`src/hw/rtl/morse_letter_keyer_top_defines.svh`:
```
// ----------------------------------------------------------------------------
// Morse letter keyer assertion macros
// Clocked property checks shared by the keyer modules.
// ----------------------------------------------------------------------------
`ifndef MORSE_LETTER_KEYER_TOP_DEFINES_SVH
`define MORSE_LETTER_KEYER_TOP_DEFINES_SVH

`ifndef NO_ASSERTIONS
// check prop at every rising edge outside of reset
`define MLK_ASSERT_CLK(label, clk, rst_n, prop, msg) \
    label: assert property (@(posedge clk) disable iff (!rst_n) (prop)) else $error(msg);
// check prop at every rising edge, reset included
`define MLK_ASSERT_ALWAYS(label, clk, prop, msg) \
    label: assert property (@(posedge clk) (prop)) else $error(msg);
`else
`define MLK_ASSERT_CLK(label, clk, rst_n, prop, msg)
`define MLK_ASSERT_ALWAYS(label, clk, prop, msg)
`endif

`endif

```
`src/hw/rtl/mlk_pkg.sv`:
```
// ----------------------------------------------------------------------------
// Morse letter keyer package
// Shared types, register codes and the letter pattern table.
// ----------------------------------------------------------------------------
package mlk_pkg;

    localparam int MLK_QUEUE_DEPTH = 2;
    localparam int MLK_TICK_W      = 16;
    localparam int MLK_S_TDATA_W   = 8;
    localparam int MLK_M_TDATA_W   = 24;
    localparam int MLK_CFG_ADDR_W  = 2;

    localparam logic [7:0] CHAR_A = 8'd65;
    localparam logic [7:0] CHAR_Z = 8'd90;

    localparam logic [MLK_TICK_W-1:0] DOT_TICKS_RST  = 16'd30;
    localparam logic [MLK_TICK_W-1:0] DASH_TICKS_RST = 16'd60;
    localparam logic [MLK_TICK_W-1:0] GAP_TICKS_RST  = 16'd200;

    typedef enum logic [MLK_CFG_ADDR_W-1:0] {
        CFG_DOT_TICKS  = 2'd0,
        CFG_DASH_TICKS = 2'd1,
        CFG_GAP_TICKS  = 2'd2
    } mlk_cfg_idx_t;

    typedef struct packed {
        logic [MLK_TICK_W-1:0] dot_ticks;
        logic [MLK_TICK_W-1:0] dash_ticks;
        logic [MLK_TICK_W-1:0] gap_ticks;
    } mlk_cfg_t;

    // one classified character: pattern is left aligned, first element in bit 3
    typedef struct packed {
        logic       is_letter;
        logic [1:0] last_elem;
        logic [3:0] pattern;
    } mlk_entry_t;

    // bits 6..4 element count, bits 3..0 elements (1 = dash), first in highest used bit
    function automatic logic [7:0] mlk_letter_code(input logic [4:0] idx);
        logic [7:0] code;
        case (idx)
            5'd0:    code = 8'h21;
            5'd1:    code = 8'h48;
            5'd2:    code = 8'h4A;
            5'd3:    code = 8'h34;
            5'd4:    code = 8'h10;
            5'd5:    code = 8'h42;
            5'd6:    code = 8'h36;
            5'd7:    code = 8'h40;
            5'd8:    code = 8'h20;
            5'd9:    code = 8'h47;
            5'd10:   code = 8'h35;
            5'd11:   code = 8'h44;
            5'd12:   code = 8'h23;
            5'd13:   code = 8'h22;
            5'd14:   code = 8'h37;
            5'd15:   code = 8'h46;
            5'd16:   code = 8'h4D;
            5'd17:   code = 8'h32;
            5'd18:   code = 8'h30;
            5'd19:   code = 8'h11;
            5'd20:   code = 8'h31;
            5'd21:   code = 8'h41;
            5'd22:   code = 8'h33;
            5'd23:   code = 8'h49;
            5'd24:   code = 8'h4B;
            5'd25:   code = 8'h4C;
            default: code = 8'h10;
        endcase
        return code;
    endfunction

endpackage

```
`src/hw/rtl/morse_letter_keyer_top.sv`:
```
// A character word passes the front register, the queue and the back-end registers.
// Throughput: one segment word per cycle while m_tready allows, set by the back-end
//   segment sequencer; a letter gives 2 to 8 words (two per element), other codes one.
// Character words are accepted every cycle while the entry queue has room.
// Reset: synchronous active-low aresetn empties the pipeline and queue and
//   restores dot_ticks 30, dash_ticks 60, gap_ticks 200.
// ----------------------------------------------------------------------------
// Morse letter keyer top level
// Keys character codes into timed pin segments, with tick length registers.
// ----------------------------------------------------------------------------
module morse_letter_keyer_top #(
    parameter int QueueDepth = mlk_pkg::MLK_QUEUE_DEPTH
) (
    input  logic                                aclk,
    input  logic                                aresetn,
    input  logic                                cfg_wr_en,
    input  logic [mlk_pkg::MLK_CFG_ADDR_W-1:0]  cfg_addr,
    input  logic [mlk_pkg::MLK_TICK_W-1:0]      cfg_wdata,
    input  logic                                s_tvalid,
    output logic                                s_tready,
    input  logic [mlk_pkg::MLK_S_TDATA_W-1:0]   s_tdata,   // [7:0] char_code
    output logic                                m_tvalid,
    input  logic                                m_tready,
    output logic [mlk_pkg::MLK_M_TDATA_W-1:0]   m_tdata,   // [0] pin_level, [16:1] duration
    output logic                                m_tlast    // is_last
);
    import mlk_pkg::*;

    mlk_cfg_t   cfg_reg, cfg_next;
    logic       push_valid, push_ready;
    mlk_entry_t push_data;
    logic       q_valid, q_pop;
    mlk_entry_t q_data;

    always_comb begin
        cfg_next = cfg_reg;
        if (cfg_wr_en) begin
            unique case (cfg_addr)
                CFG_DOT_TICKS:  cfg_next.dot_ticks  = cfg_wdata;
                CFG_DASH_TICKS: cfg_next.dash_ticks = cfg_wdata;
                CFG_GAP_TICKS:  cfg_next.gap_ticks  = cfg_wdata;
                default:        cfg_next = cfg_reg;
            endcase
        end
    end

    always_ff @(posedge aclk) begin
        if (!aresetn) begin
            cfg_reg.dot_ticks  <= DOT_TICKS_RST;
            cfg_reg.dash_ticks <= DASH_TICKS_RST;
            cfg_reg.gap_ticks  <= GAP_TICKS_RST;
        end else begin
            cfg_reg <= cfg_next;
        end
    end

    mlk_front u_front (
        .aclk       (aclk),
        .aresetn    (aresetn),
        .s_tvalid   (s_tvalid),
        .s_tready   (s_tready),
        .s_tdata    (s_tdata),
        .push_valid (push_valid),
        .push_data  (push_data),
        .push_ready (push_ready)
    );

    mlk_queue #(
        .Depth (QueueDepth)
    ) u_queue (
        .aclk       (aclk),
        .aresetn    (aresetn),
        .push_valid (push_valid),
        .push_data  (push_data),
        .push_ready (push_ready),
        .pop_valid  (q_valid),
        .pop_data   (q_data),
        .pop_ready  (q_pop)
    );

    mlk_back u_back (
        .aclk     (aclk),
        .aresetn  (aresetn),
        .cfg      (cfg_reg),
        .q_valid  (q_valid),
        .q_data   (q_data),
        .q_pop    (q_pop),
        .m_tvalid (m_tvalid),
        .m_tready (m_tready),
        .m_tdata  (m_tdata),
        .m_tlast  (m_tlast)
    );

endmodule

```
`src/hw/rtl/mlk_front.sv`:
```
// ----------------------------------------------------------------------------
// Morse letter keyer front end
// Accepts character words and classifies them into pattern entries.
// ----------------------------------------------------------------------------
module mlk_front (
    input  logic                                aclk,
    input  logic                                aresetn,
    input  logic                                s_tvalid,
    output logic                                s_tready,
    input  logic [mlk_pkg::MLK_S_TDATA_W-1:0]   s_tdata,   // [7:0] char_code
    output logic                                push_valid,
    output mlk_pkg::mlk_entry_t                 push_data,
    input  logic                                push_ready
);
    import mlk_pkg::*;

    logic       valid_reg, valid_next;
    mlk_entry_t entry_reg, entry_next;
    mlk_entry_t entry_cls;
    logic [7:0] char_c;
    logic [7:0] char_off;
    logic [7:0] code;
    logic [2:0] count;
    logic [2:0] count_m1;
    logic       accept;

    assign s_tready   = !valid_reg || push_ready;
    assign accept     = s_tvalid && s_tready;
    assign push_valid = valid_reg;
    assign push_data  = entry_reg;

    always_comb begin
        char_c   = s_tdata[7:0];
        char_off = char_c - CHAR_A;
        code     = mlk_letter_code(char_off[4:0]);
        count    = code[6:4];
        count_m1 = count - 3'd1;
        entry_cls.is_letter = (char_c >= CHAR_A) && (char_c <= CHAR_Z);
        entry_cls.last_elem = count_m1[1:0];
        // left align so the first element sits in bit 3
        unique case (count)
            3'd1:    entry_cls.pattern = {code[0], 3'b000};
            3'd2:    entry_cls.pattern = {code[1:0], 2'b00};
            3'd3:    entry_cls.pattern = {code[2:0], 1'b0};
            default: entry_cls.pattern = code[3:0];
        endcase
    end

    always_comb begin
        valid_next = valid_reg;
        entry_next = entry_reg;
        if (accept) begin
            valid_next = 1'b1;
            entry_next = entry_cls;
        end else if (push_ready) begin
            valid_next = 1'b0;
        end
    end

    always_ff @(posedge aclk) begin
        if (!aresetn) begin
            valid_reg <= 1'b0;
        end else begin
            valid_reg <= valid_next;
        end
        entry_reg <= entry_next;
    end

endmodule

```
`src/hw/rtl/mlk_queue.sv`:
```
// ----------------------------------------------------------------------------
// Morse letter keyer entry queue
// Short FIFO that decouples classification from segment generation.
// ----------------------------------------------------------------------------
`include "morse_letter_keyer_top_defines.svh"

module mlk_queue #(
    parameter int Depth = mlk_pkg::MLK_QUEUE_DEPTH
) (
    input  logic                aclk,
    input  logic                aresetn,
    input  logic                push_valid,
    input  mlk_pkg::mlk_entry_t push_data,
    output logic                push_ready,
    output logic                pop_valid,
    output mlk_pkg::mlk_entry_t pop_data,
    input  logic                pop_ready
);
    import mlk_pkg::*;

    localparam int PtrW = (Depth > 1) ? $clog2(Depth) : 1;
    localparam int CntW = $clog2(Depth + 1);

    mlk_entry_t            store_reg [Depth];
    logic [PtrW-1:0]       wr_ptr_reg, wr_ptr_next;
    logic [PtrW-1:0]       rd_ptr_reg, rd_ptr_next;
    logic [CntW-1:0]       count_reg, count_next;
    logic                  do_push, do_pop;

    assign push_ready = (count_reg != CntW'(Depth));
    assign pop_valid  = (count_reg != '0);
    assign pop_data   = store_reg[rd_ptr_reg];
    assign do_push    = push_valid && push_ready;
    assign do_pop     = pop_valid && pop_ready;

    always_comb begin
        wr_ptr_next = wr_ptr_reg;
        rd_ptr_next = rd_ptr_reg;
        count_next  = count_reg;
        if (do_push) begin
            wr_ptr_next = (wr_ptr_reg == PtrW'(Depth - 1)) ? '0 : wr_ptr_reg + 1'b1;
        end
        if (do_pop) begin
            rd_ptr_next = (rd_ptr_reg == PtrW'(Depth - 1)) ? '0 : rd_ptr_reg + 1'b1;
        end
        if (do_push && !do_pop) begin
            count_next = count_reg + 1'b1;
        end else if (do_pop && !do_push) begin
            count_next = count_reg - 1'b1;
        end
    end

    always_ff @(posedge aclk) begin
        if (!aresetn) begin
            wr_ptr_reg <= '0;
            rd_ptr_reg <= '0;
            count_reg  <= '0;
        end else begin
            wr_ptr_reg <= wr_ptr_next;
            rd_ptr_reg <= rd_ptr_next;
            count_reg  <= count_next;
        end
        if (do_push) begin
            store_reg[wr_ptr_reg] <= push_data;
        end
    end

    `MLK_ASSERT_CLK(a_q_count_bound, aclk, aresetn, count_reg <= CntW'(Depth), "queue overfilled")
    `MLK_ASSERT_CLK(a_q_ptr_gap, aclk, aresetn, (count_reg == '0 || count_reg == CntW'(Depth)) |-> (wr_ptr_reg == rd_ptr_reg), "queue pointers out of step")

endmodule

```
`src/hw/rtl/mlk_back.sv`:
```
// ----------------------------------------------------------------------------
// Morse letter keyer back end
// Steps through one entry per character; one segment word a cycle unless m_tready stalls.
// ----------------------------------------------------------------------------
`include "morse_letter_keyer_top_defines.svh"

module mlk_back (
    input  logic                                aclk,
    input  logic                                aresetn,
    input  mlk_pkg::mlk_cfg_t                   cfg,
    input  logic                                q_valid,
    input  mlk_pkg::mlk_entry_t                 q_data,
    output logic                                q_pop,
    output logic                                m_tvalid,
    input  logic                                m_tready,
    output logic [mlk_pkg::MLK_M_TDATA_W-1:0]   m_tdata,   // [0] pin_level, [16:1] duration
    output logic                                m_tlast
);
    import mlk_pkg::*;

    localparam int PadW = MLK_M_TDATA_W - MLK_TICK_W - 1;

    logic                   active_reg, active_next;
    mlk_entry_t             cur_reg, cur_next;
    logic [3:0]             pattern_reg, pattern_next;
    logic [1:0]             elem_reg, elem_next;
    logic                   half_reg, half_next;
    logic                   m_tvalid_reg, m_tvalid_next;
    logic                   level_reg, level_next;
    logic [MLK_TICK_W-1:0]  dur_reg, dur_next;
    logic                   last_reg, last_next;

    logic                   out_free;
    logic                   gen;
    logic                   seg_last;
    logic                   seg_level;
    logic [MLK_TICK_W-1:0]  seg_dur;

    assign out_free = !m_tvalid_reg || m_tready;
    assign gen      = active_reg && out_free;
    assign seg_last = !cur_reg.is_letter || (half_reg && (elem_reg == cur_reg.last_elem));
    assign q_pop    = q_valid && (!active_reg || (gen && seg_last));

    always_comb begin
        if (!cur_reg.is_letter) begin
            seg_level = 1'b1;
            seg_dur   = cfg.gap_ticks;
        end else begin
            seg_level = !half_reg;
            seg_dur   = pattern_reg[3] ? cfg.dash_ticks : cfg.dot_ticks;
        end
    end

    always_comb begin
        active_next   = active_reg;
        cur_next      = cur_reg;
        pattern_next  = pattern_reg;
        elem_next     = elem_reg;
        half_next     = half_reg;
        m_tvalid_next = m_tvalid_reg;
        level_next    = level_reg;
        dur_next      = dur_reg;
        last_next     = last_reg;

        if (gen) begin
            m_tvalid_next = 1'b1;
            level_next    = seg_level;
            dur_next      = seg_dur;
            last_next     = seg_last;
        end else if (m_tready) begin
            m_tvalid_next = 1'b0;
        end

        if (q_pop) begin
            active_next  = 1'b1;
            cur_next     = q_data;
            pattern_next = q_data.pattern;
            elem_next    = 2'd0;
            half_next    = 1'b0;
        end else if (gen) begin
            if (seg_last) begin
                active_next = 1'b0;
            end else if (half_reg) begin
                // advance to the next element
                half_next    = 1'b0;
                elem_next    = elem_reg + 2'd1;
                pattern_next = {pattern_reg[2:0], 1'b0};
            end else begin
                half_next = 1'b1;
            end
        end
    end

    always_ff @(posedge aclk) begin
        if (!aresetn) begin
            active_reg   <= 1'b0;
            m_tvalid_reg <= 1'b0;
            elem_reg     <= 2'd0;
            half_reg     <= 1'b0;
        end else begin
            active_reg   <= active_next;
            m_tvalid_reg <= m_tvalid_next;
            elem_reg     <= elem_next;
            half_reg     <= half_next;
        end
        cur_reg     <= cur_next;
        pattern_reg <= pattern_next;
        level_reg   <= level_next;
        dur_reg     <= dur_next;
        last_reg    <= last_next;
    end

    assign m_tvalid = m_tvalid_reg;
    assign m_tdata  = {{PadW{1'b0}}, dur_reg, level_reg};
    assign m_tlast  = last_reg;

    `MLK_ASSERT_CLK(a_pop_needs_entry, aclk, aresetn, q_pop |-> q_valid, "pop from empty queue")
    `MLK_ASSERT_CLK(a_low_only_letter, aclk, aresetn, (active_reg && half_reg) |-> cur_reg.is_letter, "low half on a non-letter")
    `MLK_ASSERT_CLK(a_elem_in_range, aclk, aresetn, active_reg |-> (elem_reg <= cur_reg.last_elem), "element index past pattern")
    `MLK_ASSERT_CLK(a_low_after_high, aclk, aresetn, (gen && cur_reg.is_letter && !seg_last && !half_reg) |=> (half_reg && m_tvalid_reg && level_reg && !last_reg), "high half not followed by low half")

endmodule

```
`config.mk`:
```
export PLATFORM = sky130hd
export DESIGN_NAME = morse_letter_keyer_top
export DESIGN_NICKNAME = d
export VERILOG_FILES = /design/src/hw/rtl/mlk_pkg.sv /design/src/hw/rtl/morse_letter_keyer_top.sv /design/src/hw/rtl/mlk_front.sv /design/src/hw/rtl/mlk_queue.sv /design/src/hw/rtl/mlk_back.sv
export VERILOG_INCLUDE_DIRS = /design/src /design/src/hw/rtl
export SDC_FILE = /design/constraint.sdc
export NUM_CORES = 1
export LEC_CHECK = 0
export BUFFER_PORTS_ARGS = -buffer_cell sky130_fd_sc_hd__buf_2
export CAP_MARGIN = 40
export CORE_UTILIZATION = 50
export CTS_BUF_LIST = sky130_fd_sc_hd__clkbuf_8
export DETAILED_ROUTE_END_ITERATION = 7
export PLACE_DENSITY = 0.72
export SLEW_MARGIN = 5
export SYNTH_ARGS = -nofsm -noshare
export SYNTH_HDL_FRONTEND = slang
export SYNTH_SLANG_ARGS = --single-unit
export TNS_END_PERCENT = 5
```
`constraint.sdc`:
```
create_clock -name aclk -period 3.6 [get_ports aclk]
set_clock_uncertainty 0.05 [all_clocks]
set_input_delay 0.72 -clock aclk [delete_from_list [all_inputs] [get_ports aclk]]
set_output_delay 0.72 -clock aclk [all_outputs]
set_load 0.05 [all_outputs]
```
==> results of run 1 <==
==> cells in the final DEF (no fill, tap or decap), types with 12 or more instances in the layout <==
cell type                  instances
sky130_fd_sc_hd__a21oi_1          31
sky130_fd_sc_hd__mux2i_1          20
sky130_fd_sc_hd__nor2_1           31
sky130_fd_sc_hd__nand2b_1         12
sky130_fd_sc_hd__o21ai_0          14
sky130_fd_sc_hd__nand3_1          16
sky130_fd_sc_hd__a21boi_0         41
sky130_fd_sc_hd__buf_4            12
sky130_fd_sc_hd__inv_1            15
sky130_fd_sc_hd__edfxtp_1         46
sky130_fd_sc_hd__nand2_1         115
sky130_fd_sc_hd__dfxtp_1          59
sky130_fd_sc_hd__buf_2            50
==> kinds of logic (layout without fill, tap and decap cells) <==
logic type,after synthesis,count (layout),synth area share (%)
AOI/OAI and AO/OA,125,125,16.8
xor gates and xnor gates,13,13,2.59
muxes,25,25,4.94
DFF,105,105,48.7
other,1,7,0.0712
and+or+nand+nor,208,208,18.5
adders and majority gates,9,9,2.14
buffers and inverters,58,93,6.32
==> power groups by stage <==
| stage | clock (mW) | sequential (mW) | combinational (mW) |
|---|---|---|---|
| 2_1_floorplan | 0 | 1.79 | 0.609 |
| 3_3_place_gp | 0 | 1.65 | 0.951 |
| 3_5_place_dp | 0 | 1.62 | 1.04 |
| 4_1_cts | 0.743 | 1.60 | 1.04 |
| 5_1_grt | 0.795 | 1.61 | 1.13 |
| 6_report | 0.731 | 1.59 | 1.04 |
==> worst min path at each step <==
stage | start | end | slack, ps | depth (start not counted)
finish | u_front.push_data[5]$_DFFE_PP_ | u_queue.store_reg[1][5]$_DFFE_PP_ | 410 | 0
global route | u_front.push_data[5]$_DFFE_PP_ | u_queue.store_reg[1][5]$_DFFE_PP_ | 420 | 0
CTS | u_front.push_data[6]$_DFFE_PP_ | u_queue.store_reg[0][6]$_DFFE_PP_ | 410 | 0
detailed placement | u_front.push_data[2]$_DFFE_PP_ | u_queue.store_reg[1][2]$_DFFE_PP_ | 390 | 0
global placement | u_front.push_data[2]$_DFFE_PP_ | u_queue.store_reg[1][2]$_DFFE_PP_ | 370 | 0
floorplan | u_front.push_data[0]$_DFFE_PP_ | u_queue.store_reg[0][0]$_DFFE_PP_ | 370 | 0
==> area by class of cell <==
type / count / area share (%)
Sequential cell: 105 / 44.6
Clock inverter: 6 / 1.00
Tap cell: 136 / 2.96
Multi-Input combinational cell: 387 / 41.7
Clock buffer: 10 / 2.40
Inverter: 14 / 0.915
Timing Repair Buffer: 63 / 6.40
==> synth_stat cells, drive strengths merged (14+ instances only) <==
library cell	instances	area share, %
a21boi	41	5.8
a21oi	32	3.1
nand2	116	8.4
edfxtp	46	26
o21ai	16	1.5
nor2	32	2.3
mux2i	20	3.8
inv	14	1.0
clkbuf	26	2.4
buf	18	2.9
nand3	16	1.5
dfxtp	59	22
==> metal layers <==
layer	vias to the layer above	GRT usage, %
li1	1928	-
met1	1827	25.7
met2	81	34.2
met3	14	2.68
met4	0	8.45
met5	-	0
==> critical path, stage by stage <==
cell	delay, ps
sky130_fd_sc_hd__buf_2	90
sky130_fd_sc_hd__inv_1	80
sky130_fd_sc_hd__ha_1	230
sky130_fd_sc_hd__buf_4	200
sky130_fd_sc_hd__nand2b_1	190
sky130_fd_sc_hd__o2bb2ai_1	140
sky130_fd_sc_hd__a211oi_1	280
sky130_fd_sc_hd__o221a_2	290
sky130_fd_sc_hd__ha_1	180
sky130_fd_sc_hd__inv_1	90
sky130_fd_sc_hd__a31oi_4	220
sky130_fd_sc_hd__mux2_4	320
==> stage by stage <==
step	std cells	hold slack, ps
after floorplan	550	371
after global placement	704	372
after detailed placement	705	387
after CTS	721	410
after global routing	721	415
final	721	411
==> reports/metrics.cfg, run 1 <==
[pwr]
power.switching_mw = 1.17
total_power_mw = 3.36
power-per-cell-area_mw_per_mm2 = 585
power.ir.vdd_worst_mv = 0.284
leak_nw = 2.23
total_internal_power_mw = 2.19
power_frac_seq_pct = 47.4
combinational_power_share_pct = 30.8
sw_frac_of_total_pct = 34.8
clock_power_share_pct = 21.7

[die]
die_h_microns = 105
cell_rows = 37
floorplan.die.width_microns = 105
floorplan.core_area_sq_mm = 0.0103
design.die.area_sq_mm = 0.0109
num_io_pins = 58
initial_core_utilization_pct = 51.2

[place]
hpwl_mm = 6.96
portbufs = 50
placed_cell_area_sq_mm = 0.00555
detailedPlace.worstSlack_ps = 291
routabilityCongestion = 0.883

[cells_and_area]
layout.area.seq_sq_mm = 0.00256
n_fill_cell = 921
finalCoreUtilization_pct = 55.9
area_delta_synth_final_pct = 9.13
design_area_sq_mm = 0.00574
largest_register_ffs = 48
diodes = 0
layout.nets = 620
multiInputGateArea_sq_mm = 0.00240
share_of_cells_above_drive_strength_1_pct = 17.8

[clock_network]
tritoncts_clock_tree = yes
clock_tree.root_cell = sky130_fd_sc_hd__clkbuf_8
htree_num_levels = 3
number_of_buffers_added_by_the_clock_tree_synthesis_step = 9
postCtsHoldBufs = 0
ctsLongestPathBuffers = 2
clock_sinks = 105
cts_setup_buffers = 0
post_cts.resized_instances = 0
clk_pin_slew_ps = 90
clkLatencyLatePin_ps = 360

[flow_run]
drv_cap = 0

[synth]
synthesis.area_per_instance_sq_um = 9.68
synth-edff-count = 46
synthFlopType = sky130_fd_sc_hd__dfxtp_1
synth.cell_area_sq_mm = 0.00526
synth_seq_cells = 105
seq_area_frac_synth_pct = 48.7
yosysWarningCount = 0
synth_async_sr_flop_share_pct = 0
synth_cells = 544
ys_types = 73

[sta]
setup_viol_count_final = 0
layout_worst_path_cycle_share_pct = 82.6
max_freq_ghz = 0.336
slew-limit-headroom_pct = 41.3
finalHoldViolations = 0
final_max_slew_viol_count = 0
timing.final.crit_period_ps = 2970
grt_setup_unrepaired = false
setup_slack_ps = 628
worst_slew_pin_tran_ps = 881
totalNegativeSetupSlack_ps = 0

[route]
routed.top_layer = met4
detail_route.wirelength_mm = 10.5
routedWlPerCell_microns = 14.6
final_antenna_net_count = 0
dr.pass1.iters = 6
met2_wirelength_mm = 5.20
met3RoutedLength_microns = 341
num_vias = 3850
met1_length_mm = 4.78
post-route-drc-count = 2
drt-vias-per-instance = 5.34
detailedRoute.firstIterationViolations = 245

[global_routing]
grt_max_degree = 58
grt_pass1_wl_mm = 17.7
antenna_found_initial = 0
first_global_vias = 3748
grt_use_total_pct = 20.1
grt.overflow.total = 0

[worst_setup_path]
cp.required_ps = 3660
worst_setup_path_startpoint = s_tdata[0]
worstPathMaxFanout = 19
data_arrival_critical_path_ps = 3040
path_depth_of_the_worst_reg2reg_path = 8
category_of_the_critical_setup_timing_path = input pin to flip-flop
type_of_element_launching_the_critical_path = input pin
critical_register_to_register_path_startpoint = u_back.cur_reg[5]$_DFFE_PP_
r2r_end = u_queue.count_reg[1]$_SDFFE_PN0P_
crit_path_end = u_front.push_data[3]$_DFFE_PP_
setup.worst_path.end_class = flip-flop
ff2ff_setup_slack_ps = 1350

[hold_path]
hold_path.class = flip-flop to flip-flop

[run_status]
violations = design-rule violations
status = finished, violations left

Power figures use the tool's default switching activity.
==> run 2: changes to the inputs <==
clock period = 3.1 ns   (was 3.6 ns; I/O delays follow)
==> reports/metrics.cfg, run 2 (synthesized netlist as in run 1, its figures left out) <==
[run_status]
status = finished, violations left
violations = design-rule violations

[global_routing]
grt_max_degree = 58  ; unchanged
global_route.usage.met2_pct = 34.4  ; +0.24 points
antenna_found_initial = 0  ; unchanged
grt_use_total_pct = 19.9  ; -0.18 points
first_global_vias = 3728  ; -0.53%
grt_use_met1_pct = 24.8  ; -0.91 points
grt_pass1_wl_mm = 17.4  ; -1.9%
groute.layer.met3.usage_pct = 3.37  ; +0.69 points
grt_most_used_layer = met2
grt.overflow.total = 0  ; unchanged

[die]
num_io_pins = 58  ; unchanged
floorplan.die.width_microns = 105  ; unchanged
design.die.area_sq_mm = 0.0109  ; unchanged
floorplan.core_area_sq_mm = 0.0103  ; unchanged
cell_rows = 37  ; unchanged
initial_core_utilization_pct = 51.2  ; unchanged
die_h_microns = 105  ; unchanged

[sta]
setup_slack_ps = 409  ; -218 ps
totalNegativeSetupSlack_ps = 0  ; unchanged
slew-limit-headroom_pct = 41.4  ; +0.11 points
max_freq_ghz = 0.372
final_max_slew_viol_count = 0  ; unchanged
timing.final.crit_period_ps = 2690
setup_viol_count_final = 0  ; unchanged
finalHoldViolations = 0  ; unchanged
worst_slew_pin_tran_ps = 879  ; -1.61 ps
layout_worst_path_cycle_share_pct = 86.8
grt_setup_unrepaired = false

[cells_and_area]
area_delta_synth_final_pct = 11.2
final_cell_mix = sky130_fd_sc_hd__nand2_1, sky130_fd_sc_hd__dfxtp_1, sky130_fd_sc_hd__buf_2, sky130_fd_sc_hd__edfxtp_1, sky130_fd_sc_hd__a21boi_0
diodes = 0  ; unchanged
layout.nets = 629  ; +1.5%
largest_register_ffs = 48  ; unchanged
final_common_cell = sky130_fd_sc_hd__nand2_1
share_of_cells_above_drive_strength_1_pct = 19.2  ; +1.4 points

[route]
dr.pass1.iters = 7  ; +1
detailedRoute.firstIterationViolations = 189  ; -23%
routedWlPerCell_microns = 14.4  ; -1.1%
final_antenna_net_count = 0  ; unchanged
post-route-drc-count = 2  ; unchanged
num_vias = 3881  ; +0.81%
drt-vias-per-instance = 5.32  ; -0.44%
detail_route.wirelength_mm = 10.5  ; +0.11%

[worst_setup_path]
setup.worst_path.end_class = flip-flop
data_arrival_critical_path_ps = 2750  ; -290 ps
worstPathMaxFanout = 10  ; -9
type_of_element_launching_the_critical_path = input pin
cp.required_ps = 3160  ; -500 ps
category_of_the_critical_setup_timing_path = input pin to flip-flop

[clock_network]
cts_setup_buffers = 0  ; unchanged
clock_tree.root_cell = sky130_fd_sc_hd__clkbuf_8
post_cts.resized_instances = 0  ; unchanged
clk_pin_slew_ps = 100  ; about the same
number_of_buffers_added_by_the_clock_tree_synthesis_step = 9  ; unchanged
tritoncts_clock_tree = yes
htree_num_levels = 3  ; unchanged
clock_sinks = 105  ; unchanged
clkLatencyLatePin_ps = 360  ; about the same
ctsLongestPathBuffers = 2  ; unchanged
postCtsHoldBufs = 0  ; unchanged

[place]
routabilityCongestion = 0.851  ; -3.7%
hpwl_mm = 7.16  ; +2.7%
detailedPlace.worstSlack_ps = 37.5  ; -254 ps
portbufs = 50  ; unchanged

[pwr]
power-per-cell-area_mw_per_mm2 = 667  ; +14%
leak_nw = 2.28  ; +2.3%
power.ir.vdd_worst_mv = 0.523  ; +84%

[flow_run]
drv_cap = 0  ; unchanged

[hold_path]
hold_path.class = flip-flop to flip-flop

run 2: power by group:
part	switching, mW	total (mW)	internal [mW]	leakage, nW
Clock	0.489	0.825	0.335	0.102
Combinational	0.785	1.22	0.438	1.27
Sequential	0.123	1.85	1.73	0.913
run 2: layout make-up:
| cell class | count | area (sq um) |
|---|---|---|
| Clock buffer | 10 | 138 |
| Clock inverter | 6 | 60.1 |
| Fill cell | 918 | 4430 |
| Inverter | 14 | 52.6 |
| Multi-Input combinational cell | 387 | 2400 |
| Sequential cell | 105 | 2560 |
| Tap cell | 136 | 170 |
| Timing Repair Buffer | 72 | 473 |
run 2: final timing paths:
path / start / to / slack, ps / cells after the start
worst max-delay path: s_tdata[0] / u_front.push_data[3]$_DFFE_PP_ / 410 / 11
worst min-delay path: u_front.push_data[0]$_DFFE_PP_ / u_queue.store_reg[0][0]$_DFFE_PP_ / 400 / 0
worst max register to register: u_back.cur_reg[5]$_DFFE_PP_ / u_queue.count_reg[1]$_SDFFE_PN0P_ / 880 / 8
worst min register to register: u_front.push_data[0]$_DFFE_PP_ / u_queue.store_reg[0][0]$_DFFE_PP_ / 400 / 0
run 2: routing by layer:
metal	part of all wire, %	wire length [microns]
met4	1.5	158
met5	0	0
met2	50	5220
met1	43	4570
met3	5.4	565
run 2: worst max-delay path, cell delays in order:
cell	delay (ps)
sky130_fd_sc_hd__buf_2	90
sky130_fd_sc_hd__inv_1	50
sky130_fd_sc_hd__ha_1	240
sky130_fd_sc_hd__buf_4	190
sky130_fd_sc_hd__xnor2_2	240
sky130_fd_sc_hd__nand2_1	120
sky130_fd_sc_hd__mux2_2	300
sky130_fd_sc_hd__a221oi_2	360
sky130_fd_sc_hd__nand2b_1	170
sky130_fd_sc_hd__o221ai_1	100
sky130_fd_sc_hd__mux2_4	270
run 2: stage by stage:
stage	util, %	power [mW]	hold WS, ps	cell area (sq um)	std cells
floorplan	-	2.78	371	5290	550
global placement	54.7	3.04	374	5630	713
detailed placement	55.0	3.11	382	5650	714
CTS	56.9	3.92	403	5850	730
global route	56.9	4.09	414	5850	730
finish	56.9	3.90	398	5850	730
